===== config.mk =====
export PLATFORM = sky130hd
export DESIGN_NAME = keypad_lock_with_lockout_unit
export DESIGN_NICKNAME = d
export VERILOG_FILES = /design/src/kplock_pkg.sv /design/src/keypad_lock_with_lockout_unit.sv
export SDC_FILE = /design/constraint.sdc
export NUM_CORES = 1
export LEC_CHECK = 0
export ABC_AREA = 1
export BUFFER_PORTS_ARGS = -buffer_cell sky130_fd_sc_hd__buf_4
export CORE_UTILIZATION = 35
export CTS_CLUSTER_SIZE = 20
export DETAILED_ROUTE_END_ITERATION = 7
export PLACE_DENSITY_LB_ADDON = 0.25
export SLEW_MARGIN = 25
export SYNTH_ARGS = -nofsm -noshare
export SYNTH_HDL_FRONTEND = slang
export SYNTH_SLANG_ARGS = --single-unit

===== constraint.sdc =====
create_clock -name clock -period 3 [get_ports clock]
set_clock_uncertainty 0.2 [all_clocks]
set_input_delay 0.6 -clock clock [delete_from_list [all_inputs] [get_ports clock]]
set_output_delay 0.6 -clock clock [all_outputs]
set_load 0.02 [all_outputs]

===== src/kplock_pkg.sv =====
`timescale 1ns / 1ps

package kplock_pkg;

   // Entry buffer geometry.
   localparam int CODE_DIGITS = 4;
   localparam int DIGIT_BITS  = 3;
   localparam int CODE_BITS   = CODE_DIGITS * DIGIT_BITS;
   localparam int ENTRY_BITS  = (CODE_DIGITS > 1) ? $clog2(CODE_DIGITS) : 1;

   // Highest digit that counts as a real button.
   localparam logic [DIGIT_BITS-1:0] DIGIT_MAX = 3'd5;

   // Timers and counters.
   localparam int TIMER_BITS  = 16;
   localparam int TOGGLE_BITS = 8;
   localparam int MISS_BITS   = 3;
   localparam int EVENT_BITS  = 3;
   localparam int LED_BITS    = 3;
   localparam logic [TIMER_BITS-1:0] TIMER_MAX = {TIMER_BITS{1'b1}};

   // Miss counts that start the warning phase and the lockdown.
   localparam logic [MISS_BITS-1:0] WARN_MISSES = 3'd3;
   localparam logic [MISS_BITS-1:0] LOCK_MISSES = 3'd4;

   // Operating modes as reported on the result channel.
   localparam int MODE_BITS = 2;
   localparam logic [MODE_BITS-1:0] MODE_NORMAL   = 2'd0;
   localparam logic [MODE_BITS-1:0] MODE_WARNING  = 2'd1;
   localparam logic [MODE_BITS-1:0] MODE_LOCKDOWN = 2'd2;

   // Input item kinds.
   localparam logic OP_TICK  = 1'b0;
   localparam logic OP_PRESS = 1'b1;

   // Configuration register indexes.
   localparam int CSR_ADDR_BITS = 3;
   localparam int CSR_DATA_BITS = 16;
   localparam logic [CSR_ADDR_BITS-1:0] CSR_USER_CODE     = 3'd0;
   localparam logic [CSR_ADDR_BITS-1:0] CSR_ADMIN_CODE    = 3'd1;
   localparam logic [CSR_ADDR_BITS-1:0] CSR_WARN_PERIOD   = 3'd2;
   localparam logic [CSR_ADDR_BITS-1:0] CSR_WARN_TOGGLES  = 3'd3;
   localparam logic [CSR_ADDR_BITS-1:0] CSR_BLINK_TICKS   = 3'd4;
   localparam logic [CSR_ADDR_BITS-1:0] CSR_STEADY_TICKS  = 3'd5;

   // Configuration reset values.
   localparam logic [CODE_BITS-1:0]   USER_CODE_RST     = 12'd585;
   localparam logic [CODE_BITS-1:0]   ADMIN_CODE_RST    = 12'd2340;
   localparam logic [TIMER_BITS-1:0]  WARN_PERIOD_RST   = 16'd100;
   localparam logic [TOGGLE_BITS-1:0] WARN_TOGGLES_RST  = 8'd30;
   localparam logic [TIMER_BITS-1:0]  BLINK_TICKS_RST   = 16'd50;
   localparam logic [TIMER_BITS-1:0]  STEADY_TICKS_RST  = 16'd6000;

   // Stream widths.
   localparam int REQ_DATA_BITS = 8;
   localparam int RSP_DATA_BITS = 16;

   // Result field positions in rsp_tdata.
   localparam int RSP_LED_ONE   = 0;
   localparam int RSP_LED_TWO   = 1;
   localparam int RSP_LED_THREE = 2;
   localparam int RSP_MODE_LO   = 3;
   localparam int RSP_ENTRY_LO  = 5;
   localparam int RSP_MISS_LO   = 7;
   localparam int RSP_EVENT_LO  = 10;
   localparam int RSP_CHECKED   = 13;
   localparam int RSP_ACCEPTED  = 14;

   // Saturating increment shared by both timers.
   function automatic logic [TIMER_BITS-1:0] timer_inc(input logic [TIMER_BITS-1:0] t);
      return (t == TIMER_MAX) ? t : t + 1'b1;
   endfunction

endpackage


===== src/keypad_lock_with_lockout_unit.sv =====
`timescale 1ns / 1ps

// Passcode lock controller. Every input item is either one time tick (req_tuser low) or a
// button press (req_tuser high, button number in req_tdata; buttons 6 and 7 are ignored).
// Each accepted item produces exactly one result item that reports the LEDs, the mode and
// the counters as they stand after that item, plus whether a full four-digit code was just
// compared and whether it matched. The block handles one item per clock cycle while no
// result is stalled: the whole update is one pass of logic from the state registers into
// the state and result registers, so a result is registered and valid in the cycle after
// its item is accepted. req_tready stays high while the result register is empty or is
// being taken in the same cycle, so a stalled result stalls the input only while it lasts.
// Users must write codes, timer periods and the warning toggle count through the csr_ port
// only while the block is idle (unenforced); a write past the last index is ignored.

module keypad_lock_with_lockout_unit (
   input  logic                                   clock,
   input  logic                                   reset,
   // Input items.
   input  logic                                   req_tvalid,
   output logic                                   req_tready,
   input  logic [kplock_pkg::REQ_DATA_BITS-1:0]   req_tdata,   // [2:0] digit, rest zero
   input  logic                                   req_tuser,   // [0] opcode
   // Result items.
   output logic                                   rsp_tvalid,
   input  logic                                   rsp_tready,
   // [0] led_one, [1] led_two, [2] led_three, [4:3] mode, [6:5] digits_entered,
   // [9:7] wrong_attempts, [12:10] event_count, [13] code_checked, [14] code_accepted,
   // [15] zero
   output logic [kplock_pkg::RSP_DATA_BITS-1:0]   rsp_tdata,
   // Configuration writes.
   input  logic                                   csr_we,
   input  logic [kplock_pkg::CSR_ADDR_BITS-1:0]   csr_addr,
   input  logic [kplock_pkg::CSR_DATA_BITS-1:0]   csr_wdata
);

   // Configuration registers.
   logic [kplock_pkg::CODE_BITS-1:0]   user_code_ff;
   logic [kplock_pkg::CODE_BITS-1:0]   admin_code_ff;
   logic [kplock_pkg::TIMER_BITS-1:0]  warn_period_ff;
   logic [kplock_pkg::TOGGLE_BITS-1:0] warn_toggles_ff;
   logic [kplock_pkg::TIMER_BITS-1:0]  blink_ticks_ff;
   logic [kplock_pkg::TIMER_BITS-1:0]  steady_ticks_ff;

   // Lock state.
   logic [kplock_pkg::MODE_BITS-1:0]   mode_ff,      mode_in;
   logic [kplock_pkg::DIGIT_BITS-1:0]  digits_ff     [kplock_pkg::CODE_DIGITS];
   logic [kplock_pkg::DIGIT_BITS-1:0]  digits_in     [kplock_pkg::CODE_DIGITS];
   logic [kplock_pkg::ENTRY_BITS-1:0]  entry_cnt_ff, entry_cnt_in;
   logic [kplock_pkg::MISS_BITS-1:0]   miss_ff,      miss_in;
   logic [kplock_pkg::EVENT_BITS-1:0]  events_ff,    events_in;
   logic [kplock_pkg::TIMER_BITS-1:0]  blink_ff,     blink_in;
   logic [kplock_pkg::TIMER_BITS-1:0]  phase_ff,     phase_in;
   logic [kplock_pkg::TOGGLE_BITS-1:0] toggles_ff,   toggles_in;
   logic [kplock_pkg::LED_BITS-1:0]    led_ff,       led_in;

   // Result register.
   logic                                 rsp_valid_ff, rsp_valid_in;
   logic [kplock_pkg::RSP_DATA_BITS-1:0] rsp_data_ff,  rsp_data_in;

   // Decoded item and helpers.
   logic                                 req_accept;
   logic                                 opcode;
   logic [kplock_pkg::DIGIT_BITS-1:0]    digit;
   logic                                 press;
   logic                                 entry_full;
   logic [kplock_pkg::CODE_BITS-1:0]     entry_code;
   logic                                 user_match;
   logic                                 admin_match;
   logic [kplock_pkg::TIMER_BITS-1:0]    blink_step;
   logic [kplock_pkg::TIMER_BITS-1:0]    phase_step;
   logic [kplock_pkg::MISS_BITS-1:0]     miss_step;
   logic [kplock_pkg::LED_BITS-1:0]      led_lock;
   logic                                 checked;
   logic                                 accepted;

   // A new item goes in whenever the result register is free or drains this cycle.
   assign req_tready = !rsp_valid_ff || rsp_tready;
   assign req_accept = req_tvalid && req_tready;

   assign opcode = req_tuser;
   assign digit  = req_tdata[kplock_pkg::DIGIT_BITS-1:0];
   assign press  = (opcode == kplock_pkg::OP_PRESS) && (digit <= kplock_pkg::DIGIT_MAX);

   // The buffer is full once this press lands in its last slot.
   assign entry_full = (entry_cnt_ff == kplock_pkg::ENTRY_BITS'(kplock_pkg::CODE_DIGITS - 1));

   // Code as it would read with the current press in its slot; only used when full.
   always_comb begin
      for (int i = 0; i < kplock_pkg::CODE_DIGITS; i++) begin
         if (entry_cnt_ff == kplock_pkg::ENTRY_BITS'(i)) begin
            entry_code[i*kplock_pkg::DIGIT_BITS +: kplock_pkg::DIGIT_BITS] = digit;
         end else begin
            entry_code[i*kplock_pkg::DIGIT_BITS +: kplock_pkg::DIGIT_BITS] = digits_ff[i];
         end
      end
   end

   assign user_match  = (entry_code == user_code_ff);
   assign admin_match = (entry_code == admin_code_ff);

   assign blink_step = kplock_pkg::timer_inc(blink_ff);
   assign phase_step = kplock_pkg::timer_inc(phase_ff);
   assign miss_step  = miss_ff + 1'b1;

   // LEDs for a lockdown tick still in the blinking phase: LED2 on, LED3 may toggle.
   always_comb begin
      led_lock = led_ff | 3'b010;
      if (blink_step >= blink_ticks_ff) begin
         led_lock = led_lock ^ 3'b100;
      end
   end

   // Next state for one item.
   always_comb begin
      mode_in      = mode_ff;
      digits_in    = digits_ff;
      entry_cnt_in = entry_cnt_ff;
      miss_in      = miss_ff;
      events_in    = events_ff;
      blink_in     = blink_ff;
      phase_in     = phase_ff;
      toggles_in   = toggles_ff;
      led_in       = led_ff;
      checked      = 1'b0;
      accepted     = 1'b0;

      // Presses are buffered in normal mode and in lockdown, never during a warning.
      if (press && (mode_ff != kplock_pkg::MODE_WARNING)) begin
         digits_in[entry_cnt_ff] = digit;
         entry_cnt_in = entry_full ? '0 : entry_cnt_ff + 1'b1;
      end

      case (mode_ff)
         kplock_pkg::MODE_WARNING: begin
            if (opcode == kplock_pkg::OP_TICK) begin
               blink_in = blink_step;
               if (blink_step >= warn_period_ff) begin
                  blink_in = '0;
                  if (toggles_ff >= warn_toggles_ff) begin
                     mode_in    = kplock_pkg::MODE_NORMAL;
                     led_in     = '0;
                     toggles_in = '0;
                  end else begin
                     led_in     = led_ff ^ 3'b001;
                     toggles_in = toggles_ff + 1'b1;
                  end
               end
            end
         end
         kplock_pkg::MODE_LOCKDOWN: begin
            if (opcode == kplock_pkg::OP_TICK) begin
               if (phase_step >= steady_ticks_ff) begin
                  // Blinking is over: show the lockdown count in binary.
                  phase_in = steady_ticks_ff;
                  led_in   = events_ff;
               end else begin
                  phase_in = phase_step;
                  led_in   = led_lock;
                  blink_in = (blink_step >= blink_ticks_ff) ? '0 : blink_step;
               end
            end else if (press && entry_full) begin
               checked = 1'b1;
               if (admin_match) begin
                  accepted = 1'b1;
                  mode_in  = kplock_pkg::MODE_NORMAL;
                  miss_in  = '0;
                  blink_in = '0;
                  phase_in = '0;
                  led_in   = '0;
               end
            end
         end
         default: begin
            mode_in = kplock_pkg::MODE_NORMAL;
            if (press && entry_full) begin
               checked = 1'b1;
               if (user_match) begin
                  accepted  = 1'b1;
                  miss_in   = '0;
                  events_in = '0;
                  led_in    = '0;
               end else begin
                  miss_in = miss_step;
                  if (miss_step == kplock_pkg::WARN_MISSES) begin
                     // LED1 comes on at once and counts as the first toggle.
                     mode_in    = kplock_pkg::MODE_WARNING;
                     blink_in   = '0;
                     led_in     = led_ff ^ 3'b001;
                     toggles_in = kplock_pkg::TOGGLE_BITS'(1);
                  end else if (miss_step == kplock_pkg::LOCK_MISSES) begin
                     mode_in   = kplock_pkg::MODE_LOCKDOWN;
                     events_in = events_ff + 1'b1;
                     blink_in  = '0;
                     phase_in  = '0;
                     led_in    = 3'b010;
                  end
               end
            end
         end
      endcase
   end

   // Result item packed from the state after this item.
   always_comb begin
      rsp_data_in = '0;
      rsp_data_in[kplock_pkg::RSP_LED_ONE]   = led_in[0];
      rsp_data_in[kplock_pkg::RSP_LED_TWO]   = led_in[1];
      rsp_data_in[kplock_pkg::RSP_LED_THREE] = led_in[2];
      rsp_data_in[kplock_pkg::RSP_MODE_LO +: kplock_pkg::MODE_BITS] = mode_in;
      rsp_data_in[kplock_pkg::RSP_ENTRY_LO +: 2] = 2'(entry_cnt_in);
      rsp_data_in[kplock_pkg::RSP_MISS_LO +: kplock_pkg::MISS_BITS]   = miss_in;
      rsp_data_in[kplock_pkg::RSP_EVENT_LO +: kplock_pkg::EVENT_BITS] = events_in;
      rsp_data_in[kplock_pkg::RSP_CHECKED]  = checked;
      rsp_data_in[kplock_pkg::RSP_ACCEPTED] = accepted;
   end

   assign rsp_valid_in = req_accept || (rsp_valid_ff && !rsp_tready);

   // Configuration registers.
   always_ff @(posedge clock) begin
      if (reset) begin
         user_code_ff    <= kplock_pkg::USER_CODE_RST;
         admin_code_ff   <= kplock_pkg::ADMIN_CODE_RST;
         warn_period_ff  <= kplock_pkg::WARN_PERIOD_RST;
         warn_toggles_ff <= kplock_pkg::WARN_TOGGLES_RST;
         blink_ticks_ff  <= kplock_pkg::BLINK_TICKS_RST;
         steady_ticks_ff <= kplock_pkg::STEADY_TICKS_RST;
      end else if (csr_we) begin
         case (csr_addr)
            kplock_pkg::CSR_USER_CODE:    user_code_ff    <= csr_wdata[kplock_pkg::CODE_BITS-1:0];
            kplock_pkg::CSR_ADMIN_CODE:   admin_code_ff   <= csr_wdata[kplock_pkg::CODE_BITS-1:0];
            kplock_pkg::CSR_WARN_PERIOD:  warn_period_ff  <= csr_wdata[kplock_pkg::TIMER_BITS-1:0];
            kplock_pkg::CSR_WARN_TOGGLES: warn_toggles_ff <= csr_wdata[kplock_pkg::TOGGLE_BITS-1:0];
            kplock_pkg::CSR_BLINK_TICKS:  blink_ticks_ff  <= csr_wdata[kplock_pkg::TIMER_BITS-1:0];
            kplock_pkg::CSR_STEADY_TICKS: steady_ticks_ff <= csr_wdata[kplock_pkg::TIMER_BITS-1:0];
            default: ;
         endcase
      end
   end

   // Lock state and result valid.
   always_ff @(posedge clock) begin
      if (reset) begin
         mode_ff      <= kplock_pkg::MODE_NORMAL;
         entry_cnt_ff <= '0;
         miss_ff      <= '0;
         events_ff    <= '0;
         blink_ff     <= '0;
         phase_ff     <= '0;
         toggles_ff   <= '0;
         led_ff       <= '0;
         rsp_valid_ff <= 1'b0;
      end else begin
         rsp_valid_ff <= rsp_valid_in;
         if (req_accept) begin
            mode_ff      <= mode_in;
            entry_cnt_ff <= entry_cnt_in;
            miss_ff      <= miss_in;
            events_ff    <= events_in;
            blink_ff     <= blink_in;
            phase_ff     <= phase_in;
            toggles_ff   <= toggles_in;
            led_ff       <= led_in;
         end
      end
   end

   // Entry digits and result payload need no reset.
   always_ff @(posedge clock) begin
      if (req_accept) begin
         digits_ff   <= digits_in;
         rsp_data_ff <= rsp_data_in;
      end
   end

   assign rsp_tvalid = rsp_valid_ff;
   assign rsp_tdata  = rsp_data_ff;

endmodule


# [Word-level counts from Yosys, hierarchy flattened]
# Index checks and enable logic that the tools add are counted.
[word_totals] ff_bits=161 inputBits=33 out_inout_bits=18 elab_cells=174
[op_classes] n_addsub=6 magnitude_cmp=7 n_eq_ne=27 muxes=80 bitwise=5 reduce_logical=29
[op_table] op="$mux W16" n=18
[op_table] op="$mux W3" n=27
[op_table] op="$pmux W16 S2" n=2
[op_table] op="$ge A16 B16 Y1" n=3
[op_table] op="$mux W8" n=6
[op_table] op="$add A16 B1 Y16 const B" n=2
[op_table] op="$eq A16 B16 Y1 const B" n=2
[op_table] op="$eq A12 B12 Y1" n=2
[op_table] op="$mux W2" n=12
[op_table] op="$pmux W8 S2" n=1
[op_table] op="$reduce_and A8 Y1" n=2
[op_table] op="$reduce_and A2 Y1" n=7
[op_table] op="$bwmux W12" n=1
[op_table] op="$pmux W3 S2" n=2
[op_table] op="$ne A2 B1 Y1 const B" n=5
[op_table] op="$eq A3 B2 Y1 const B" n=3
[op_table] op="$eq A3 B3 Y1 const B" n=3
[op_table] op="$ne A3 B3 Y1 const B" n=3
[op_table] op="$add A8 B1 Y8 const B" n=1
[op_table] op="$ge A8 B8 Y1" n=1
[op_table] op="$reduce_bool A2 Y1" n=4
[op_table] op="$mux W1" n=7
[op_table] op="$reduce_and A7 Y1" n=1
[op_table] op="$add A3 B1 Y3 const B" n=2
[op_table] op="22 further kinds" n=37

# [Logic depth before layout (Yosys ltp)]
[logic_depth] depth_word=7 ltp_mapped=27 depth_no_buf=27

# [Least setup slack after synthesis]
# No wires, ideal clock.
[synth_timing] kind="register -> register" start="reg phase_ff[0] (netlist name)" end="reg blink_ff[4] (netlist name)" setup_time_ns=0.134 arrival_time_ns=2.907 t_required_ns=2.666 path_slack_ns=-0.241 path_stages_with_launch=21 path_buffers=2 synth_period_minus_slack_ns=3.241 path_cell_list="dfxtp_1 > ha_1 > and3_1 > nand2_1 > inv_1 > nand3_1 > clkbuf_1 > nand2_1 > ha_1 > a21oi_1 > o21ai_0 > a21oi_1 > nand3_1 > nand2_1 > nand2_1 > o21bai_1 > nor2_4 > inv_2 > buf_4 > nand2_1 > a21oi_1"
[synth_between] elab_chain_len=5 elab_cells_between_ends=6 classes_between="1 x add/sub; 1 x order compare; 2 x eq/ne; 1 x mux; 1 x reduce/logical"
[synth_lines] item="start: declaration" line_no="keypad_lock_with_lockout_unit.sv:52" rtl="logic [kplock_pkg::TIMER_BITS-1:0] phase_ff, phase_in;"
[synth_lines] item="start signal: assignment" line_no="keypad_lock_with_lockout_unit.sv:261" rtl="phase_ff <= phase_in;"
[synth_lines] item="$add A16 B1 Y16 or $eq A16 B16 Y1 (tied branches)" line_no="kplock_pkg.sv:71" rtl="return (t == TIMER_MAX) ? t : t + 1'b1;"
[synth_lines] item="$mux W16 *" line_no="kplock_pkg.sv:71"
[synth_lines] item="$ge A16 B16 Y1 *" line_no="keypad_lock_with_lockout_unit.sv:152" rtl="if (phase_step >= steady_ticks_ff) begin"
[synth_lines] item="$ne A3 B3 Y1 (no source line) *"
[synth_lines] item="$reduce_and A8 Y1 (no source line) *"
[synth_lines] item="end signal: assignment" line_no="keypad_lock_with_lockout_unit.sv:260" rtl="blink_ff <= blink_in;"
[synth_lines] item="end: declaration" line_no="keypad_lock_with_lockout_unit.sv:51" rtl="logic [kplock_pkg::TIMER_BITS-1:0] blink_ff, blink_in;"
# Every way passes the cells marked *; elsewhere a longest branch is shown, timed or not.
# A chain may end at the register's enable or synchronous reset.

# [Worst setup path after layout]
[layout_timing] start="reg phase_ff[0] (netlist name)" end="reg blink_ff[8] (netlist name)"
# The elaborated chain is that of the path after synthesis.

==> PnR_summary.wiki <==
{| class="wikitable"
! Metric !! Value
|-
| Leading post-synthesis cells by instance count || sky130_fd_sc_hd__nand2_1 (318), sky130_fd_sc_hd__inv_1 (158), sky130_fd_sc_hd__dfxtp_1 (134)
|-
| Antenna violations before repair || 0
|-
| # H-tree levels || 4
|-
| Violated checks || negative setup slack
|-
| Cells taking the most area after synthesis || sky130_fd_sc_hd__dfxtp_1 (28%), sky130_fd_sc_hd__nand2_1 (12%), sky130_fd_sc_hd__ha_1 (8.9%)
|-
| Final number of max-transition violations || 0
|-
| Number of DRC violations after detailed routing || 0
|-
| Worst Setup End Kind || flip-flop
|-
| Count of filler cells inserted in the layout || 2613
|-
| Hold WC Path Type || in -> reg
|-
| Minimum period implied by the final worst setup slack || approximately 3.4 ns
|-
| Number of global-route vias before repair || 8385
|-
| Layout overhead on the synthesized area || 33.92%
|-
| Unique cell type count in the Yosys netlist || 48
|-
| Die W || 168.2 um
|-
| Most common cell in the netlist || sky130_fd_sc_hd__nand2_1
|-
| Num ports || 51
|-
| Floorplan die area || 28300 um^2
|-
| Class of the most critical setup path || reg -> reg
|-
| WL/cell || 15.26 um
|-
| Mux share of post-synthesis cell area || less than 1%
|-
| Global-route wire length before repair || around 44000 um
|-
| Max IR drop VDD || 0.2609 mV
|-
| Remaining antenna violation count || 0
|-
| Half-perimeter wire length after placement || roughly 20000 um
|-
| Total CTS buffers || 17
|-
| Clock insertion delay at the later pin of the skew report || 0.43 ns
|-
| Post-Place Cells || 1790
|-
| Fraction of final layout cells sized beyond drive strength 1 || 29.49%
|-
| Max Root-Sink Buffers || 2
|-
| Total number of vias || 9223
|-
| Buffers on Ports || between 40 and 50
|-
| Setup TNS || -15.43 ns
|-
| GPL Wtd Cong || 0.8450
|-
| Synth Register Bits || 161
|-
| Pwr Density || 411.2 nW/um^2
|-
| Area fraction in and, or, nand and nor cells after synthesis || 26.16%
|-
| Max_cap viols || 0
|-
| Compound-Gate Fraction of Synth Area || 16.76%
|-
| Cell count after synthesis || 1333
|-
| Total global routing overflow || 0
|-
| Slew headroom || between 50% and 60%
|-
| Core region area || approximately 27000 um^2
|-
| Required time of the worst setup path || between 3 and 4 ns
|-
| Crit share post-route || 114.0%
|-
| Area share of the largest cell type after synthesis || 27.74%
|-
| Highest achievable clock rate || 292.4 MHz
|-
| Most instantiated flip-flop cell in the synthesis netlist || sky130_fd_sc_hd__dfxtp_1
|-
| Most area-hungry cell type in the Yosys netlist || sky130_fd_sc_hd__dfxtp_1
|-
| DR iter-0 viols || 470
|-
| TritonCTS clock tree || built
|-
| Area of combinational cells with multiple inputs || 6150 um^2
|-
| Number of optimization iterations in the first detailed-route pass || 5
|-
| Proportion of synthesized flip-flops having asynchronous set or reset || 0%
|-
| Adder-cell share of the synthesized area || 8.927%
|-
| RSZ-0062 raised after global routing || yes
|-
| Minimum setup slack in the final design || -0.4198 ns
|-
| NumNets Final || 1598
|-
| Reported leakage power || slightly below 0.006 uW
|-
| Fraction of the yosys area taken by sequential cells || 36.12%
|-
| Antenna diode count || 0
|-
| Starting density of the core || 35.78%
|-
| Dominant combinational cell family by area after synthesis || simple AND/OR/NAND/NOR gates
|-
| Outcome || finished, violations left
|-
| Row count || 60
|-
| Slew at the pin closest to its max-slew limit || 0.6852 ns
|-
| Total GRT Usage || 19.66%
|-
| Warning count from the yosys run || 0
|-
| Total number of clock tree sinks || around 160
|-
| Total setup violations reported at the end of the flow || 50
|-
| Layout Cells excl Fill || 1850
|-
| Number of enable-type register cells in the synthesized netlist || 27
|-
| Total count of hold-check failures in the final report || 0
|-
| Area taken by flip-flops and latches || 3511 um^2
|-
| Arrival @ worst endpoint || 3.57 ns
|-
| Post-Syn Area per Cell || 7.255 um^2
|-
| Clock tree root buffer cell || sky130_fd_sc_hd__clkbuf_16
|-
| Final wirelength || ~28000 um
|-
| DR vias/cell || 4.985
|-
| Crit path launch type || flip-flop
|-
| Largest fanout on the critical path || 12
|-
| Maximum number of pins on one net before global-route repair || 84
|-
| Synthesized-area fraction occupied by xor and xnor cells || 3.170%
|-
| Worst-path clk slew || 0.07 ns
|-
| Die height || roughly 170 um
|-
| Number of nets in the synthesized netlist || 1435
|-
| Post-synthesis instance area || 9671 um^2
|}
-- worst max-delay path, stage by stage, from the launching register on --
cell and delay (ns):
sky130_fd_sc_hd__dfxtp_4 0.36, sky130_fd_sc_hd__ha_4 0.13, sky130_fd_sc_hd__nand4_1 0.14, sky130_fd_sc_hd__nor2_2 0.18
sky130_fd_sc_hd__inv_2 0.07, sky130_fd_sc_hd__nor2_4 0.13, sky130_fd_sc_hd__nand2_4 0.08, sky130_fd_sc_hd__inv_2 0.06
sky130_fd_sc_hd__nand2_2 0.04, sky130_fd_sc_hd__o21ai_2 0.15, sky130_fd_sc_hd__inv_2 0.07, sky130_fd_sc_hd__ha_4 0.27
sky130_fd_sc_hd__nand2_4 0.06, sky130_fd_sc_hd__buf_6 0.12, sky130_fd_sc_hd__nor3_4 0.23, sky130_fd_sc_hd__nand3_2 0.12
sky130_fd_sc_hd__nand3_4 0.12, sky130_fd_sc_hd__nand2_2 0.07, sky130_fd_sc_hd__nand2_2 0.07, sky130_fd_sc_hd__o21bai_4 0.12
sky130_fd_sc_hd__nor2_4 0.07, sky130_fd_sc_hd__buf_12 0.14, sky130_fd_sc_hd__inv_6 0.10, sky130_fd_sc_hd__nand2_1 0.08
sky130_fd_sc_hd__a21oi_2 0.14
-- worst paths after layout --
path,startpoint,endpoint,slack (ns),cells past startpoint
worst min register to register,blink_ticks_ff[7],blink_ticks_ff[7],0.26,2
worst min-delay path,csr_wdata[12],steady_ticks_ff[12],0.22,3
worst max-delay path,phase_ff[0],blink_ff[8],-0.42,24
worst max register to register,phase_ff[0],blink_ff[8],-0.42,24
-- layer usage --
layer / up-vias / global-route usage [%] / wire length [um]
met2: 166 / 32.85 / 13220
met3: 41 / 2.962 / 1007
met1: 4303 / 25.94 / 13340
met5: - / 0 / 0
li1: 4713 / - / -
met4: 0 / 6.285 / 662
-- final cells by class --
type,count,area share [%]
clock buffers,19,3.420
clock inverters,13,1.169
inverters,168,4.966
multi-input cells,961,47.48
flip-flops and latches,161,27.11
well taps,341,3.294
repair buffers,187,12.56
-- registers in the layout, summed over array words and instances, names as in the netlist --
signal,count
digits_ff,12
warn_toggles_ff,8
events_ff,3
user_code_ff,12
blink_ff,16
entry_cnt_ff,2
admin_code_ff,12
rsp_tvalid,1
rsp_tdata,15
toggles_ff,8
phase_ff,16
steady_ticks_ff,16
blink_ticks_ff,16
miss_ff,3
warn_period_ff,16
led_ff,3
mode_ff,2
-- where the power goes --
part / leakage [uW] / total (uW) / switching (uW) / internal, uW
sequential: 0.00136 / 2310 / 38.1 / 2270
clock: 0.000283 / 2230 / 967 / 1270
combinational: 0.00418 / 781 / 491 / 290
total: 0.00582 / 5330 / 1500 / 3830
-- repair_timing --
item                                    4_1_cts  5_1_grt
resized for setup                           136       93
gates cloned                                  6        0
pin swaps                                    58       71
endpoints found under the setup margin       50       50
setup buffers                                17       10
hold buffers                                  0        0
-- per-stage QoR --
stage	area (um^2)	power, uW	utilization, %	hold WS (ns)	worst slack (ns)
2_1_floorplan	9741	2784	-	0.2353	-0.02922
3_3_place_gp	11160	3044	41.29	0.2486	-0.4499
3_5_place_dp	11160	3050	41.29	0.2535	-0.5201
4_1_cts	12530	5338	46.35	0.2088	-0.3590
5_1_grt	12950	5548	47.92	0.2258	-0.5988
6_report	12950	5326	47.92	0.2174	-0.4198
-- cell usage in the layout, fill, tap and decap left out, types with 24 or more instances in the layout --
master                     instances
sky130_fd_sc_hd__nand2_1         265
sky130_fd_sc_hd__buf_4           162
sky130_fd_sc_hd__inv_1           148
sky130_fd_sc_hd__dfxtp_1         124
sky130_fd_sc_hd__nor2_1           97
sky130_fd_sc_hd__a21oi_1          94
sky130_fd_sc_hd__o21ai_0          81
sky130_fd_sc_hd__nand3_1          58
sky130_fd_sc_hd__ha_1             55
sky130_fd_sc_hd__nand2_2          53
sky130_fd_sc_hd__a21oi_2          30
sky130_fd_sc_hd__edfxtp_1         27
sky130_fd_sc_hd__o211ai_1         24
-- cells by family (layout without fill, tap and decap cells) --
family / after synthesis / in the layout
xor+xnor: 35 / 35
compound gates: 276 / 276
flops: 161 / 161
buf+inv: 211 / 387
simple gates: 579 / 579
other cells: 1 / 1
fa+ha+maj: 69 / 69
mux: 1 / 1
Note: power is estimated with default switching activity, not from simulation.
